--- src/rtl/edns_pkg.sv ---
`default_nettype none
package edns_pkg;

  localparam int HDR_LEN    = 11;
  localparam int OUTQ_DEPTH = 4;

  localparam logic [7:0]  OPT_TYPE     = 8'd41;
  localparam logic [15:0] CODE_SUBNET  = 16'd8;
  localparam logic [15:0] CODE_KEYTAG  = 16'd14;
  localparam logic [15:0] CODE_UNASSGN = 16'd65000;
  localparam logic [15:0] CODE_EXP_KNW = 16'd65001;
  localparam logic [15:0] CODE_FUTURE  = 16'd65535;

  localparam logic [15:0] TAG_A_RST = 16'h4a5c;
  localparam logic [15:0] TAG_B_RST = 16'h4f66;
  localparam logic [15:0] TAG_C_RST = 16'h9728;

  typedef enum logic [1:0] {
    CFG_TAG_A = 2'd0,
    CFG_TAG_B = 2'd1,
    CFG_TAG_C = 2'd2
  } cfg_idx_t;

  typedef enum logic [1:0] {
    PH_CODE = 2'd0,
    PH_LEN  = 2'd1,
    PH_BODY = 2'd2
  } phase_t;

  typedef enum logic [1:0] {
    ST_GOOD = 2'd0,
    ST_HDR  = 2'd1,
    ST_MALF = 2'd2
  } status_t;

  typedef enum logic [1:0] {
    CLS_KNOWN  = 2'd0,
    CLS_UNASSN = 2'd1,
    CLS_EXPER  = 2'd2,
    CLS_FUTURE = 2'd3
  } class_t;

  typedef struct packed {
    logic        is_summary;
    logic [15:0] option_code;
    logic [15:0] option_length;
    logic [1:0]  option_class;
    logic [3:0]  keytag_hits;
    logic [15:0] subnet_family;
    logic [7:0]  subnet_prefix;
    logic [14:0] seen_mask;
    logic [15:0] udp_size;
    logic        do_flag;
    logic [7:0]  edns_version;
    logic [1:0]  status;
  } res_t;

  typedef struct packed {
    logic rec_vld;
    logic sum_vld;
    res_t rec;
    res_t sum;
  } push_t;

  function automatic class_t class_of(input logic [15:0] c);
    class_t cls;
    if (c <= 16'd3 || (c >= 16'd5 && c <= 16'd14) || c == CODE_EXP_KNW) begin
      cls = CLS_KNOWN;
    end else if (c == CODE_FUTURE) begin
      cls = CLS_FUTURE;
    end else if (c <= CODE_UNASSGN) begin
      cls = CLS_UNASSN;
    end else begin
      cls = CLS_EXPER;
    end
    return cls;
  endfunction

  function automatic logic [14:0] seen_bit(input logic [15:0] c);
    logic [14:0] m;
    m = '0;
    if (c <= 16'd3) begin
      m[c[1:0]] = 1'b1;
    end else if (c >= 16'd5 && c <= 16'd14) begin
      m[4'(c[3:0] - 4'd1)] = 1'b1;
    end else if (c == CODE_EXP_KNW) begin
      m[14] = 1'b1;
    end
    return m;
  endfunction

endpackage
`default_nettype wire

--- src/rtl/edns_in_if.sv ---
`default_nettype none
interface edns_in_if;
  logic       valid;
  logic       ready;
  logic [7:0] data_byte;
  logic       last_byte;

  modport source (output valid, output data_byte, output last_byte, input ready);
  modport sink (input valid, input data_byte, input last_byte, output ready);
endinterface
`default_nettype wire

--- src/rtl/edns_out_if.sv ---
`default_nettype none
interface edns_out_if;
  logic        valid;
  logic        ready;
  logic        is_summary;
  logic [15:0] option_code;
  logic [15:0] option_length;
  logic [1:0]  option_class;
  logic [3:0]  keytag_hits;
  logic [15:0] subnet_family;
  logic [7:0]  subnet_prefix;
  logic [14:0] seen_mask;
  logic [15:0] udp_size;
  logic        do_flag;
  logic [7:0]  edns_version;
  logic [1:0]  status;

  modport source (
    output valid, output is_summary, output option_code, output option_length,
    output option_class, output keytag_hits, output subnet_family,
    output subnet_prefix, output seen_mask, output udp_size, output do_flag,
    output edns_version, output status, input ready
  );
  modport sink (
    input valid, input is_summary, input option_code, input option_length,
    input option_class, input keytag_hits, input subnet_family,
    input subnet_prefix, input seen_mask, input udp_size, input do_flag,
    input edns_version, input status, output ready
  );
endinterface
`default_nettype wire

--- src/rtl/edns_cfg_if.sv ---
`default_nettype none
interface edns_cfg_if;
  logic        valid;
  logic        ready;
  logic [1:0]  index;
  logic [15:0] data;

  modport source (output valid, output index, output data, input ready);
  modport sink (input valid, input index, input data, output ready);
endinterface
`default_nettype wire

--- src/rtl/edns_parse.sv ---
`default_nettype none
module edns_parse import edns_pkg::*; (
  input  wire logic        clk,
  input  wire logic        rst_n,
  input  wire logic        acc,
  input  wire logic [7:0]  data_byte,
  input  wire logic        last_byte,
  input  wire logic        cfg_we,
  input  wire logic [1:0]  cfg_idx,
  input  wire logic [15:0] cfg_data,
  output push_t            push
);

  logic [15:0] tag_a_r, tag_b_r, tag_c_r;

  logic [3:0]  hdr_pos_r, hdr_pos_nxt;
  logic [15:0] pay_r, pay_nxt;
  logic        do_r, do_nxt;
  logic [7:0]  ver_r, ver_nxt;
  logic [15:0] rem_r, rem_nxt;
  phase_t      phase_r, phase_nxt;
  logic [15:0] left_r, left_nxt;
  logic [15:0] code_r, code_nxt;
  logic [15:0] len_r, len_nxt;
  logic [15:0] fam_r, fam_nxt;
  logic [7:0]  pfx_r, pfx_nxt;
  logic [7:0]  thi_r, thi_nxt;
  logic [3:0]  hits_r, hits_nxt;
  logic [14:0] seen_r, seen_nxt;
  status_t     err_r, err_nxt;

  logic        emit;
  logic [15:0] idx;
  logic [15:0] tag_word;

  always_ff @(posedge clk) begin
    if (!rst_n) begin
      tag_a_r <= TAG_A_RST;
      tag_b_r <= TAG_B_RST;
      tag_c_r <= TAG_C_RST;
    end else if (cfg_we) begin
      case (cfg_idx)
        CFG_TAG_A: tag_a_r <= cfg_data;
        CFG_TAG_B: tag_b_r <= cfg_data;
        CFG_TAG_C: tag_c_r <= cfg_data;
        default: ;
      endcase
    end
  end

  always_comb begin
    hdr_pos_nxt = hdr_pos_r;
    pay_nxt     = pay_r;
    do_nxt      = do_r;
    ver_nxt     = ver_r;
    rem_nxt     = rem_r;
    phase_nxt   = phase_r;
    left_nxt    = left_r;
    code_nxt    = code_r;
    len_nxt     = len_r;
    fam_nxt     = fam_r;
    pfx_nxt     = pfx_r;
    thi_nxt     = thi_r;
    hits_nxt    = hits_r;
    seen_nxt    = seen_r;
    err_nxt     = err_r;
    emit        = 1'b0;
    idx         = '0;
    tag_word    = {thi_r, data_byte};
    push        = '0;

    if (acc) begin
      if (err_r != ST_HDR) begin
        if (hdr_pos_r < 4'(HDR_LEN)) begin
          case (hdr_pos_r)
            4'd0, 4'd1: if (data_byte != 8'd0) err_nxt = ST_HDR;
            4'd2:  if (data_byte != OPT_TYPE) err_nxt = ST_HDR;
            4'd3:  pay_nxt = {data_byte, 8'd0};
            4'd4:  pay_nxt = {pay_r[15:8], data_byte};
            4'd6:  ver_nxt = data_byte;
            4'd7:  do_nxt = data_byte[7];
            4'd9:  rem_nxt = {data_byte, 8'd0};
            4'd10: rem_nxt = {rem_r[15:8], data_byte};
            default: ;
          endcase
          hdr_pos_nxt = hdr_pos_r + 4'd1;
        end else if (rem_r != 16'd0) begin
          rem_nxt = rem_r - 16'd1;
          if (phase_r == PH_CODE || phase_r == PH_LEN) begin
            if (left_r == 16'd0) begin
              if (phase_r == PH_CODE) code_nxt = {data_byte, 8'd0};
              else len_nxt = {data_byte, 8'd0};
              left_nxt = 16'd1;
            end else if (phase_r == PH_CODE) begin
              code_nxt  = code_r | {8'd0, data_byte};
              left_nxt  = '0;
              phase_nxt = PH_LEN;
            end else begin
              len_nxt   = len_r | {8'd0, data_byte};
              phase_nxt = PH_BODY;
              left_nxt  = len_nxt;
              fam_nxt   = '0;
              pfx_nxt   = '0;
              thi_nxt   = '0;
              hits_nxt  = '0;
              if (len_nxt == 16'd0) begin
                emit      = 1'b1;
                phase_nxt = PH_CODE;
                left_nxt  = '0;
              end
            end
          end else begin
            idx = len_r - left_r;
            if (code_r == CODE_SUBNET) begin
              if (idx == 16'd0) fam_nxt = {data_byte, fam_r[7:0]};
              else if (idx == 16'd1) fam_nxt = {fam_r[15:8], data_byte};
              else if (idx == 16'd2) pfx_nxt = data_byte;
            end else if (code_r == CODE_KEYTAG) begin
              if (!idx[0]) thi_nxt = data_byte;
              else if (tag_word == tag_a_r) hits_nxt = hits_r | 4'b0001;
              else if (tag_word == tag_b_r) hits_nxt = hits_r | 4'b0010;
              else if (tag_word == tag_c_r) hits_nxt = hits_r | 4'b0100;
              else hits_nxt = hits_r | 4'b1000;
            end
            left_nxt = left_r - 16'd1;
            if (left_nxt == 16'd0) begin
              emit      = 1'b1;
              phase_nxt = PH_CODE;
            end
          end
          if (rem_nxt == 16'd0 && !emit) begin
            if (phase_nxt == PH_BODY) begin
              if (err_nxt == ST_GOOD) err_nxt = ST_MALF;
              emit      = 1'b1;
              phase_nxt = PH_CODE;
              left_nxt  = '0;
            end else if (left_nxt != 16'd0 || phase_nxt == PH_LEN) begin
              if (err_nxt == ST_GOOD) err_nxt = ST_MALF;
            end
          end
        end
      end

      if (last_byte && err_nxt != ST_HDR) begin
        if (hdr_pos_nxt < 4'(HDR_LEN)) begin
          err_nxt = ST_HDR;
        end else if (rem_nxt != 16'd0) begin
          if (err_nxt == ST_GOOD) err_nxt = ST_MALF;
          if (phase_nxt == PH_BODY && !emit) begin
            emit      = 1'b1;
            phase_nxt = PH_CODE;
            left_nxt  = '0;
          end
        end
      end

      if (emit) begin
        seen_nxt                = seen_nxt | seen_bit(code_nxt);
        push.rec_vld            = 1'b1;
        push.rec.option_code    = code_nxt;
        push.rec.option_length  = len_nxt;
        push.rec.option_class   = class_of(code_nxt);
        push.rec.keytag_hits    = (code_nxt == CODE_KEYTAG) ? hits_nxt : 4'd0;
        push.rec.subnet_family  = (code_nxt == CODE_SUBNET) ? fam_nxt : 16'd0;
        push.rec.subnet_prefix  = (code_nxt == CODE_SUBNET) ? pfx_nxt : 8'd0;
      end

      if (last_byte) begin
        push.sum_vld          = 1'b1;
        push.sum.is_summary   = 1'b1;
        push.sum.seen_mask    = seen_nxt;
        push.sum.udp_size     = pay_nxt;
        push.sum.do_flag      = do_nxt;
        push.sum.edns_version = ver_nxt;
        push.sum.status       = err_nxt;
        hdr_pos_nxt = '0;
        pay_nxt     = '0;
        do_nxt      = 1'b0;
        ver_nxt     = '0;
        rem_nxt     = '0;
        phase_nxt   = PH_CODE;
        left_nxt    = '0;
        code_nxt    = '0;
        len_nxt     = '0;
        fam_nxt     = '0;
        pfx_nxt     = '0;
        thi_nxt     = '0;
        hits_nxt    = '0;
        seen_nxt    = '0;
        err_nxt     = ST_GOOD;
      end
    end
  end

  always_ff @(posedge clk) begin
    if (!rst_n) begin
      hdr_pos_r <= '0;
      pay_r     <= '0;
      do_r      <= 1'b0;
      ver_r     <= '0;
      rem_r     <= '0;
      phase_r   <= PH_CODE;
      left_r    <= '0;
      code_r    <= '0;
      len_r     <= '0;
      fam_r     <= '0;
      pfx_r     <= '0;
      thi_r     <= '0;
      hits_r    <= '0;
      seen_r    <= '0;
      err_r     <= ST_GOOD;
    end else begin
      hdr_pos_r <= hdr_pos_nxt;
      pay_r     <= pay_nxt;
      do_r      <= do_nxt;
      ver_r     <= ver_nxt;
      rem_r     <= rem_nxt;
      phase_r   <= phase_nxt;
      left_r    <= left_nxt;
      code_r    <= code_nxt;
      len_r     <= len_nxt;
      fam_r     <= fam_nxt;
      pfx_r     <= pfx_nxt;
      thi_r     <= thi_nxt;
      hits_r    <= hits_nxt;
      seen_r    <= seen_nxt;
      err_r     <= err_nxt;
    end
  end

endmodule
`default_nettype wire

--- src/rtl/edns_outq.sv ---
`default_nettype none
module edns_outq import edns_pkg::*; #(
  parameter int QUEUE_DEPTH = OUTQ_DEPTH
) (
  input  wire logic  clk,
  input  wire logic  rst_n,
  input  wire push_t push,
  output logic       room,
  output logic       out_valid,
  input  wire logic  out_ready,
  output res_t       out_res
);

  localparam int PW = $clog2(QUEUE_DEPTH);
  localparam int CW = $clog2(QUEUE_DEPTH + 1);

  res_t          mem_r [QUEUE_DEPTH];
  logic [PW-1:0] wp_r, wp_nxt, rp_r, rp_nxt, wp1, wp2;
  logic [CW-1:0] cnt_r, cnt_nxt;
  logic [CW-1:0] n_push;
  logic          pop;
  res_t          first;

  assign out_valid = cnt_r != '0;
  assign room      = cnt_r <= CW'(QUEUE_DEPTH - 2);
  assign pop       = out_valid && out_ready;
  assign out_res   = mem_r[rp_r];
  assign first     = push.rec_vld ? push.rec : push.sum;
  assign n_push    = CW'(push.rec_vld) + CW'(push.sum_vld);

  assign wp1 = (wp_r == PW'(QUEUE_DEPTH - 1)) ? '0 : wp_r + 1'b1;
  assign wp2 = (wp1 == PW'(QUEUE_DEPTH - 1)) ? '0 : wp1 + 1'b1;

  always_comb begin
    wp_nxt = wp_r;
    if (push.rec_vld && push.sum_vld) wp_nxt = wp2;
    else if (push.rec_vld || push.sum_vld) wp_nxt = wp1;
    rp_nxt = rp_r;
    if (pop) rp_nxt = (rp_r == PW'(QUEUE_DEPTH - 1)) ? '0 : rp_r + 1'b1;
    cnt_nxt = cnt_r + n_push - CW'(pop);
  end

  always_ff @(posedge clk) begin
    if (push.rec_vld || push.sum_vld) mem_r[wp_r] <= first;
    if (push.rec_vld && push.sum_vld) mem_r[wp1] <= push.sum;
  end

  always_ff @(posedge clk) begin
    if (!rst_n) begin
      wp_r  <= '0;
      rp_r  <= '0;
      cnt_r <= '0;
    end else begin
      wp_r  <= wp_nxt;
      rp_r  <= rp_nxt;
      cnt_r <= cnt_nxt;
    end
  end

endmodule
`default_nettype wire

--- src/rtl/dns_edns_option_parser.sv ---
`default_nettype none
// EDNS0 OPT record parser. Takes one record byte per cycle on in_ch (last_byte
// marks the end of the packet) and returns on out_ch one request per finished
// option plus one summary request on the last byte. Each byte is handled in
// the cycle it is accepted; results go into a small result queue
// (QUEUE_DEPTH entries, default 4) and in_ch.ready is high while the queue has
// room for two results, so bytes stream at one per cycle as long as out_ch
// drains. A byte that both closes an option and ends the packet yields two
// results. Watched key tags go in on cfg_ch (index 0, 1, 2); the user writes
// them only while the block is idle, unenforced. cfg_ch.ready is always high.
module dns_edns_option_parser import edns_pkg::*; #(
  parameter int QUEUE_DEPTH = OUTQ_DEPTH
) (
  input  wire logic  clk,
  input  wire logic  rst_n,
  edns_in_if.sink    in_ch,
  edns_out_if.source out_ch,
  edns_cfg_if.sink   cfg_ch
);

  logic  acc;
  logic  room;
  push_t push;
  res_t  res;

  assign cfg_ch.ready = 1'b1;
  assign in_ch.ready  = room;
  assign acc          = in_ch.valid && room;

  edns_parse u_parse (
    .clk       (clk),
    .rst_n     (rst_n),
    .acc       (acc),
    .data_byte (in_ch.data_byte),
    .last_byte (in_ch.last_byte),
    .cfg_we    (cfg_ch.valid),
    .cfg_idx   (cfg_ch.index),
    .cfg_data  (cfg_ch.data),
    .push      (push)
  );

  edns_outq #(
    .QUEUE_DEPTH (QUEUE_DEPTH)
  ) u_outq (
    .clk       (clk),
    .rst_n     (rst_n),
    .push      (push),
    .room      (room),
    .out_valid (out_ch.valid),
    .out_ready (out_ch.ready),
    .out_res   (res)
  );

  assign out_ch.is_summary    = res.is_summary;
  assign out_ch.option_code   = res.option_code;
  assign out_ch.option_length = res.option_length;
  assign out_ch.option_class  = res.option_class;
  assign out_ch.keytag_hits   = res.keytag_hits;
  assign out_ch.subnet_family = res.subnet_family;
  assign out_ch.subnet_prefix = res.subnet_prefix;
  assign out_ch.seen_mask     = res.seen_mask;
  assign out_ch.udp_size      = res.udp_size;
  assign out_ch.do_flag       = res.do_flag;
  assign out_ch.edns_version  = res.edns_version;
  assign out_ch.status        = res.status;

endmodule
`default_nettype wire

--- src/flat_wrapper.sv ---
// flat-port wrapper written by rule: the top's interface ports become plain ports
module dns_edns_option_parser_flat import edns_pkg::*;
#(
  parameter int QUEUE_DEPTH = OUTQ_DEPTH
)
  (clk, rst_n, in_ch_valid, in_ch_data_byte, in_ch_last_byte, in_ch_ready, out_ch_valid, out_ch_is_summary, out_ch_option_code, out_ch_option_length, out_ch_option_class, out_ch_keytag_hits, out_ch_subnet_family, out_ch_subnet_prefix, out_ch_seen_mask, out_ch_udp_size, out_ch_do_flag, out_ch_edns_version, out_ch_status, out_ch_ready, cfg_ch_valid, cfg_ch_index, cfg_ch_data, cfg_ch_ready);
  edns_in_if in_ch_i ();
  edns_out_if out_ch_i ();
  edns_cfg_if cfg_ch_i ();
  input  wire logic clk;
  input  wire logic rst_n;
  input wire logic [$bits(in_ch_i.valid)-1:0] in_ch_valid;
  input wire logic [$bits(in_ch_i.data_byte)-1:0] in_ch_data_byte;
  input wire logic [$bits(in_ch_i.last_byte)-1:0] in_ch_last_byte;
  output wire logic [$bits(in_ch_i.ready)-1:0] in_ch_ready;
  output wire logic [$bits(out_ch_i.valid)-1:0] out_ch_valid;
  output wire logic [$bits(out_ch_i.is_summary)-1:0] out_ch_is_summary;
  output wire logic [$bits(out_ch_i.option_code)-1:0] out_ch_option_code;
  output wire logic [$bits(out_ch_i.option_length)-1:0] out_ch_option_length;
  output wire logic [$bits(out_ch_i.option_class)-1:0] out_ch_option_class;
  output wire logic [$bits(out_ch_i.keytag_hits)-1:0] out_ch_keytag_hits;
  output wire logic [$bits(out_ch_i.subnet_family)-1:0] out_ch_subnet_family;
  output wire logic [$bits(out_ch_i.subnet_prefix)-1:0] out_ch_subnet_prefix;
  output wire logic [$bits(out_ch_i.seen_mask)-1:0] out_ch_seen_mask;
  output wire logic [$bits(out_ch_i.udp_size)-1:0] out_ch_udp_size;
  output wire logic [$bits(out_ch_i.do_flag)-1:0] out_ch_do_flag;
  output wire logic [$bits(out_ch_i.edns_version)-1:0] out_ch_edns_version;
  output wire logic [$bits(out_ch_i.status)-1:0] out_ch_status;
  input wire logic [$bits(out_ch_i.ready)-1:0] out_ch_ready;
  input wire logic [$bits(cfg_ch_i.valid)-1:0] cfg_ch_valid;
  input wire logic [$bits(cfg_ch_i.index)-1:0] cfg_ch_index;
  input wire logic [$bits(cfg_ch_i.data)-1:0] cfg_ch_data;
  output wire logic [$bits(cfg_ch_i.ready)-1:0] cfg_ch_ready;
  assign in_ch_i.valid = in_ch_valid;
  assign in_ch_i.data_byte = in_ch_data_byte;
  assign in_ch_i.last_byte = in_ch_last_byte;
  assign in_ch_ready = in_ch_i.ready;
  assign out_ch_valid = out_ch_i.valid;
  assign out_ch_is_summary = out_ch_i.is_summary;
  assign out_ch_option_code = out_ch_i.option_code;
  assign out_ch_option_length = out_ch_i.option_length;
  assign out_ch_option_class = out_ch_i.option_class;
  assign out_ch_keytag_hits = out_ch_i.keytag_hits;
  assign out_ch_subnet_family = out_ch_i.subnet_family;
  assign out_ch_subnet_prefix = out_ch_i.subnet_prefix;
  assign out_ch_seen_mask = out_ch_i.seen_mask;
  assign out_ch_udp_size = out_ch_i.udp_size;
  assign out_ch_do_flag = out_ch_i.do_flag;
  assign out_ch_edns_version = out_ch_i.edns_version;
  assign out_ch_status = out_ch_i.status;
  assign out_ch_i.ready = out_ch_ready;
  assign cfg_ch_i.valid = cfg_ch_valid;
  assign cfg_ch_i.index = cfg_ch_index;
  assign cfg_ch_i.data = cfg_ch_data;
  assign cfg_ch_ready = cfg_ch_i.ready;
  dns_edns_option_parser #(.QUEUE_DEPTH(QUEUE_DEPTH)) u_core (.clk(clk), .rst_n(rst_n), .in_ch(in_ch_i), .out_ch(out_ch_i), .cfg_ch(cfg_ch_i));
endmodule
--- config.mk ---
export PLATFORM = sky130hd
export DESIGN_NAME = dns_edns_option_parser_flat
export DESIGN_NICKNAME = d
export VERILOG_FILES = /design/src/rtl/edns_pkg.sv /design/src/rtl/edns_in_if.sv /design/src/rtl/edns_out_if.sv /design/src/rtl/edns_cfg_if.sv /design/src/rtl/edns_parse.sv /design/src/rtl/edns_outq.sv /design/src/rtl/dns_edns_option_parser.sv /design/src/flat_wrapper.sv
export SDC_FILE = /design/constraint.sdc
export NUM_CORES = 1
export LEC_CHECK = 0
export BUFFER_PORTS_ARGS = -buffer_cell sky130_fd_sc_hd__buf_2
export CORE_MARGIN = 8
export CORE_UTILIZATION = 54
export DETAILED_ROUTE_END_ITERATION = 16
export GPL_ROUTABILITY_DRIVEN = 0
export PLACE_DENSITY = 0.74
export RECOVER_POWER = 25
export SLEW_MARGIN = 5
export SYNTH_ARGS = -nofsm -noshare
export SYNTH_HDL_FRONTEND = slang
export SYNTH_SLANG_ARGS = --single-unit
--- constraint.sdc ---
create_clock -name clk -period 4.4 [get_ports clk]
set_input_delay 0.22 -clock clk [delete_from_list [all_inputs] [get_ports clk]]
set_output_delay 0.22 -clock clk [all_outputs]
set_load 0.01 [all_outputs]
==> results of run 1 <==
-- cell type report --
type                       instances  share of cell area [%]
clock buffer                      91                   5.520
clock inverter                    28                   1.273
inverter                          61                  0.7025
multi-input combinational       2000                   41.95
sequential                       625                   41.86
tap                              704                   2.589
timing repair buffer             308                   6.109
-- per-layer routing --
metal  track usage (%)  vias up
li1                  -    11180
met1             36.38    12500
met2             45.14     1592
met3             6.675      331
met4             11.94        0
met5                 0        -
-- cells by family (layout without fill, tap and decap cells) --
kind of cell	count (synthesis)	in the layout	synth area share, %
AO/OA/AOI/OAI	804	804	20.39
XOR/XNOR	66	66	1.954
adder cells (fa/ha/maj)	35	35	1.556
buffers and inverters	294	488	4.313
flip-flops	625	625	48.10
multiplexers	127	127	8.761
other	1	1	0.01267
AND/OR/NAND/NOR	967	967	14.91
-- critical path, cell delays in order (launching register included) --
cell and delay [ns]:
dfxtp_2 0.32, inv_2 0.07, ha_4 0.12, or4b_4 0.50
o41ai_4 0.33, o221ai_2 0.18, a2111oi_4 0.38, buf_4 0.19
a31oi_2 0.10, a211oi_2 0.24, a21bo_4 0.28, a21oi_4 0.15
inv_2 0.07, ha_4 0.26, inv_2 0.04, fa_2 0.36
fa_2 0.57, and2_4 0.14
-- cell usage after synthesis (46+ instances only) --
| cell type | number | area (um^2) |
|---|---|---|
| o21ai_0 | 89 | 445.4 |
| nand2_1 | 258 | 968.4 |
| nand3_1 | 54 | 270.3 |
| buf_2 | 50 | 250.2 |
| a21oi_1 | 128 | 640.6 |
| inv_1 | 59 | 221.5 |
| o2bb2ai_1 | 117 | 1025 |
| dfxtp_1 | 453 | 9069 |
| clkbuf_1 | 151 | 566.8 |
| nor4_1 | 46 | 287.8 |
| a22o_1 | 151 | 1323 |
| edfxtp_1 | 172 | 5165 |
| mux4_2 | 105 | 2365 |
| nor3_1 | 52 | 260.3 |
| a22oi_1 | 88 | 660.6 |
| nor2_1 | 401 | 1505 |
-- final timing paths --
path                               from                    endpoint  cells after the start
max reg2reg    u_core.u_parse.left_r[0]      u_core.u_outq.cnt_r[1]                     17
min                        out_ch_ready                   flip-flop                      4
min reg2reg  u_core.u_outq.mem_r[1][88]  u_core.u_outq.mem_r[1][88]                      1
max            u_core.u_parse.left_r[0]      u_core.u_outq.cnt_r[1]                     17
-- state kept, by name (all words and copies together), names as in the netlist, 3 cells and up, named ones only --
register,flops
u_core.u_parse.code_r,16
u_core.u_outq.cnt_r,3
u_core.u_outq.mem_r,420
u_core.u_parse.hdr_pos_r,4
u_core.u_parse.seen_r,15
u_core.u_parse.hits_r,4
u_core.u_parse.tag_b_r,16
u_core.u_parse.fam_r,16
u_core.u_parse.left_r,16
u_core.u_parse.ver_r,8
u_core.u_parse.rem_r,16
u_core.u_parse.pay_r,16
u_core.u_parse.pfx_r,8
u_core.u_parse.thi_r,8
u_core.u_parse.tag_c_r,16
u_core.u_parse.len_r,16
u_core.u_parse.tag_a_r,16
-- timing repair --
action | CTS | global route
setup buffers | 0 | 14
hold buffers | 16 | 0
gates cloned | 0 | 2
resized for setup | 6 | 31
setup endpoints to repair | 2 | 415
pin swaps | 2 | 11
hold endpoints to repair | 48 | 0
-- report_power, final --
part / leakage [nW] / switching (W) / internal [W]
Clock: 1.14 / 0.00236 / 0.00360
Sequential: 5.38 / 0.000160 / 0.00606
Combinational: 5.72 / 0.00127 / 0.000708
Total: 12.2 / 0.00379 / 0.0104
-- cells in the final DEF (no fill, tap or decap), drive strengths merged, types with 12 or more instances in the layout --
| cell | synthesis | final |
|---|---|---|
| mux2i | 16 | 16 |
| o2bb2ai | 117 | 117 |
| nand2 | 260 | 260 |
| clkbuf | 152 | 200 |
| a22o | 151 | 151 |
| edfxtp | 172 | 172 |
| dlygate4sd3 | 0 | 16 |
| or3 | 14 | 14 |
| xnor2 | 27 | 27 |
| and2 | 16 | 16 |
| o31ai | 16 | 16 |
| ha | 32 | 32 |
| o211ai | 14 | 14 |
| xor2 | 39 | 39 |
| inv | 61 | 62 |
| nand4 | 28 | 28 |
| nand3 | 54 | 54 |
| clkinv | 0 | 15 |
| o21ai | 105 | 105 |
| nor2b | 16 | 16 |
| o31a | 13 | 13 |
| buf | 81 | 183 |
| nor2 | 402 | 402 |
| nor3 | 52 | 52 |
| dfxtp | 453 | 453 |
| a22oi | 88 | 88 |
| o21a | 17 | 17 |
| mux4 | 105 | 105 |
| a21oi | 129 | 129 |
| a31oi | 25 | 25 |
| a21o | 16 | 16 |
| nor4 | 49 | 49 |
| and3 | 12 | 12 |
-- metrics by stage --
step | TNS, ns | instances | total power (W)
floorplan | -0.2339 | 2919 | 0.007559
global placement | 0 | 3666 | 0.008231
detailed placement | -0.02881 | 3666 | 0.008269
CTS | 0 | 3801 | 0.01417
global route | -6.046 | 3817 | 0.01457
finish | 0 | 3817 | 0.01416
==> run summary, run 1 <==
Status = finished with violations
Violated checks = max-capacitance violations, max-slew violations
Fin Hold WS = 0.1127 ns
Final WL = 92.38 mm
Post-synth EDFFs = 172
Post-DP HPWL = 60.73 mm
Vias per inst = 6.707
Ant. Diodes = 0
Crit path arrival time = 4.91 ns
Die ar. = 62,540 um^2
Clk_lat worst skew = 0.62 ns
RSZ-0062 raised after global routing = yes
Bufs on Longest Clock Path = 3
Worst Setup End Kind = flip-flop
CTS Sinks = 625
First-pass GRT wire length = 142.6 mm
Inserted Clock Buffers = 67
Yosys warning total = 0
WL per Instance = 24.20 um
Critical path fanouts, max = 5
Placeable Area = 54,660 um^2
Total Nets Final = 3,130
M1 WL = 36.14 mm
Initial DRC count = 3,047
Antenna Nets Post-Route = 0
# IOs = 140
Final Instance Area = 34,020 um^2
Area of the multi-input gates = 14,270 um^2
Grt ovf = 0
Worst Tran Pin Value = 3.144 ns
R2R setup slack = 0.04 ns
Starting Density = 54.13%
CTS root buf = clkbuf_16
Cell variety after synth = 99
Finished Core Util = 62.24%
Met3 wire length = 9.662 mm
Clk slew on worst S/H paths = 0.06 ns
DRC Markers = 0
H-tree levels = 3
Critical Path Start Type = flip-flop
Post-synthesis register bit count = 625
Fin crit period = 4.357 ns
CTS tree = yes
FF/Latch Area = 14,240 um^2
Final Max Slew Viols = 122
Initial antenna violation count = 1
Top sig layer = met4
Vias in the first global route = 25,090
Fin crit share = 99.02%
Global-route usage over all layers = 28.16%
Post-synth net total = 2,986
Synth Area per Inst = 10.14 um^2
Largest net degree at the start of global routing = 81
Asr flop ratio synth = 0%
Die height = 250.1 um
Final setup margin = 0.04297 ns
PortBufs = 138
Met2 wire length = 42.72 mm
Slew HR = -109.6%
MaxCap Viol Count = 2
Worst setup path category = reg -> reg
Setup Skew = 0.02379 ns
Pwr Density = 416.1 nW/um^2
Final Hold Fails = 0
Post-Syn Area = 29,590 um^2
Hold Path Class = in -> reg
Sequential fraction of the synthesis area = 48.10%
Placed cell areas = 31,430 um^2
VDD IR-drop max = 0.0003207 V
Routed via count = 25,600
Mapped Cells = 2,919
Post-Place Worst Slack = -0.02881 ns
Top_reg_cell synth = dfxtp_1
CP required = 4.95 ns
Std cell rows = 86
Layout filler cell count = 4,395
Die width = 250.1 um
Setup violators final = 0
Fmax = 0.2295 GHz
Share of layout cells above drive strength 1 = 15.45%
First drt pass iteration count = 8
Leak = 12.24 nW
Syn-to-layout area delta = 14.97%
Note: power is estimated with default switching activity, not from simulation.
==> run 2, diff against run 1 <==
--- a/config.mk
+++ b/config.mk
@@ -7,10 +7,10 @@
 export LEC_CHECK = 0
 export BUFFER_PORTS_ARGS = -buffer_cell sky130_fd_sc_hd__buf_2
 export CORE_MARGIN = 8
-export CORE_UTILIZATION = 54
+export CORE_UTILIZATION = 45
+export CTS_BUF_LIST = sky130_fd_sc_hd__clkbuf_2 sky130_fd_sc_hd__clkbuf_4 sky130_fd_sc_hd__clkbuf_8
 export DETAILED_ROUTE_END_ITERATION = 16
 export GPL_ROUTABILITY_DRIVEN = 0
-export PLACE_DENSITY = 0.74
 export RECOVER_POWER = 25
 export SLEW_MARGIN = 5
 export SYNTH_ARGS = -nofsm -noshare
==> run summary, run 2 (synthesized netlist as in run 1, its figures left out) <==
CTS tree = yes (unchanged)
Total Nets Final = 3,184 (was 3,130)
Die ar. = 74,220 um^2 (was 62,540 um^2)
First-pass GRT wire length = 147.7 mm (was 142.6 mm)
Worst Setup End Kind = flip-flop (unchanged)
Die height = 272.4 um (was 250.1 um)
Antenna Nets Post-Route = 0 (unchanged)
Std cell rows = 94 (was 86)
Bufs on Longest Clock Path = 3 (unchanged)
Initial antenna violation count = 1 (unchanged)
Most frequent cells in the layout = dfxtp_1 (450), nor2_1 (400), nand2_1 (257), edfxtp_1 (172), buf_4 (152) (was dfxtp_1 (450), nor2_1 (399), nand2_1 (256), edfxtp_1 (172), a22o_1 (151))
MaxCap Viol Count = 0 (was 2)
CTS root buf = clkbuf_8 (was clkbuf_16)
Leak = 12.78 nW (was 12.24 nW)
Fin crit period = 4.376 ns (was 4.357 ns)
Finished Core Util = 52.72% (was 62.24%)
Final Hold Fails = 0 (unchanged)
Biggest register = u_core.u_outq.mem_r (unchanged)
Final WL = 95.25 mm (was 92.38 mm)
Routed via count = 25,010 (was 25,600)
Largest net degree at the start of global routing = 134 (was 81)
Setup violators final = 0 (unchanged)
Starting Density = 45.25% (was 54.13%)
Layout filler cell count = 5,881 (was 4,395)
RSZ-0062 raised after global routing = yes (unchanged)
Setup Skew = 0.03942 ns (was 0.02379 ns)
Area of the multi-input gates = 14,260 um^2 (was 14,270 um^2)
Fin Hold WS = 0.07889 ns (was 0.1127 ns)
Hold Path Class = in -> reg (unchanged)
Initial DRC count = 2,508 (was 3,047)
Critical Path Start Type = flip-flop (unchanged)
CTS Sinks = 625 (unchanged)
VDD IR-drop max = 0.0002426 V (was 0.0003207 V)
Fin crit share = 99.45% (was 99.02%)
Syn-to-layout area delta = 16.50% (was 14.97%)
Setup TNS = 0 ns (unchanged)
Clk slew on worst S/H paths = 0.06 ns (about the same)
Grt ovf = 0 (unchanged)
Post-DP HPWL = 63.83 mm (was 60.73 mm)
Die width = 272.4 um (was 250.1 um)
First drt pass iteration count = 6 (was 8)
WL per Instance = 23.41 um (was 24.20 um)
Final Max Slew Viols = 0 (was 122)
DRC Markers = 0 (unchanged)
Worst Tran Pin Value = 1.270 ns (was 3.144 ns)
Clk_lat worst skew = 0.73 ns (was 0.62 ns)
Share of layout cells above drive strength 1 = 21.15% (was 15.45%)
Fmax = 0.2285 GHz (was 0.2295 GHz)
Final Instance Area = 34,470 um^2 (was 34,020 um^2)
Critical path fanouts, max = 4 (was 5)
Inserted Clock Buffers = 103 (was 67)
Global-route usage over all layers = 24.94% (was 28.16%)
Vias per inst = 6.148 (was 6.707)
CP required = 5.06 ns (was 4.95 ns)
PortBufs = 138 (unchanged)
Max FFs per register = 420 (unchanged)
Worst setup path category = reg -> reg (unchanged)
FF/Latch Area = 14,240 um^2 (about the same)
Status = completed (was finished with violations)
Placed cell areas = 31,860 um^2 (was 31,430 um^2)
Placeable Area = 65,390 um^2 (was 54,660 um^2)
Most common cell after layout, fill and taps aside = dfxtp_1 (unchanged)
H-tree levels = 3 (unchanged)
Crit path arrival time = 5.04 ns (was 4.91 ns)
# IOs = 140 (unchanged)
Vias in the first global route = 24,720 (was 25,090)
Slew HR = 15.35% (was -109.6%)
Pwr Density = 399.6 nW/um^2 (was 416.1 nW/um^2)
## run 2: changes by cell type in the layout (fill, tap and decap cells not counted), moves of 23 or more
cell,previous run,this run
clkbuf_4,1,37
buf_2,38,135
clkbuf_1,119,4
clkbuf_16,70,0
buf_4,129,152
clkbuf_8,9,131
## run 2: area by class of cell
class	count	share of cell area, %
Tap cell	864	3.136
Sequential cell	625	41.32
Antenna cell	3	0.02178
Clock inverter	21	0.6025
Timing Repair Buffer	326	6.827
Multi-Input combinational cell	2000	41.37
Inverter	61	0.6933
Clock buffer	168	6.036
## run 2: per-layer routing
metal / vias up / part of all wire, % / GRT usage [%]
met4: 0 / 3.1 / 8.520
li1: 11320 / - / -
met5: - / 0 / 0
met1: 12410 / 43 / 33.64
met3: 185 / 7.6 / 4.367
met2: 1095 / 47 / 40.31
## run 2: stage by stage
stage,total power [W],cells,setup WS [ns]
6_report,0.01378,4068,0.02432
4_1_cts,0.01391,4062,0.02116
5_1_grt,0.01431,4066,-0.09538
2_1_floorplan,0.007559,2919,-0.1264
3_5_place_dp,0.008324,3855,-0.1388
3_3_place_gp,0.008308,3855,-0.04419
## run 2: what timing repair did
item                       in CTS  in global routing
gates resized for setup         7                 20
pin swaps                       3                  8
setup endpoints to repair       2                159
buffers inserted                1                  3
hold endpoints to repair       52                  0
hold buffers                   17                  0
## run 2: final timing paths
kind | startpoint | endpoint | slack, ns | depth (start not counted)
min reg2reg | u_core.u_outq.mem_r[1][84] | u_core.u_outq.mem_r[1][84] | 0.45 | 1
min | cfg_ch_index[0] | u_core.u_parse.tag_a_r[1] | 0.08 | 5
max reg2reg | u_core.u_parse.left_r[0] | u_core.u_outq.cnt_r[1] | 0.02 | 17
max | u_core.u_parse.left_r[0] | u_core.u_outq.cnt_r[1] | 0.02 | 17
## run 2: power breakdown
group	switching [W]	internal [W]
clock network	0.00240	0.00317
registers	0.000173	0.00606
logic	0.00124	0.000724
total	0.00382	0.00996
## run 2: worst max-delay path: stages, from the launching register on
cell and delay (ns):
dfxtp_2 0.32, inv_2 0.07, ha_4 0.13, or4b_4 0.51
o41ai_4 0.34, o221ai_2 0.18, a2111oi_4 0.40, buf_4 0.20
a31oi_4 0.08, a211oi_2 0.26, a21bo_4 0.27, a21oi_2 0.15
inv_1 0.07, ha_1 0.29, inv_2 0.04, fa_2 0.37
fa_2 0.53, and2_1 0.12
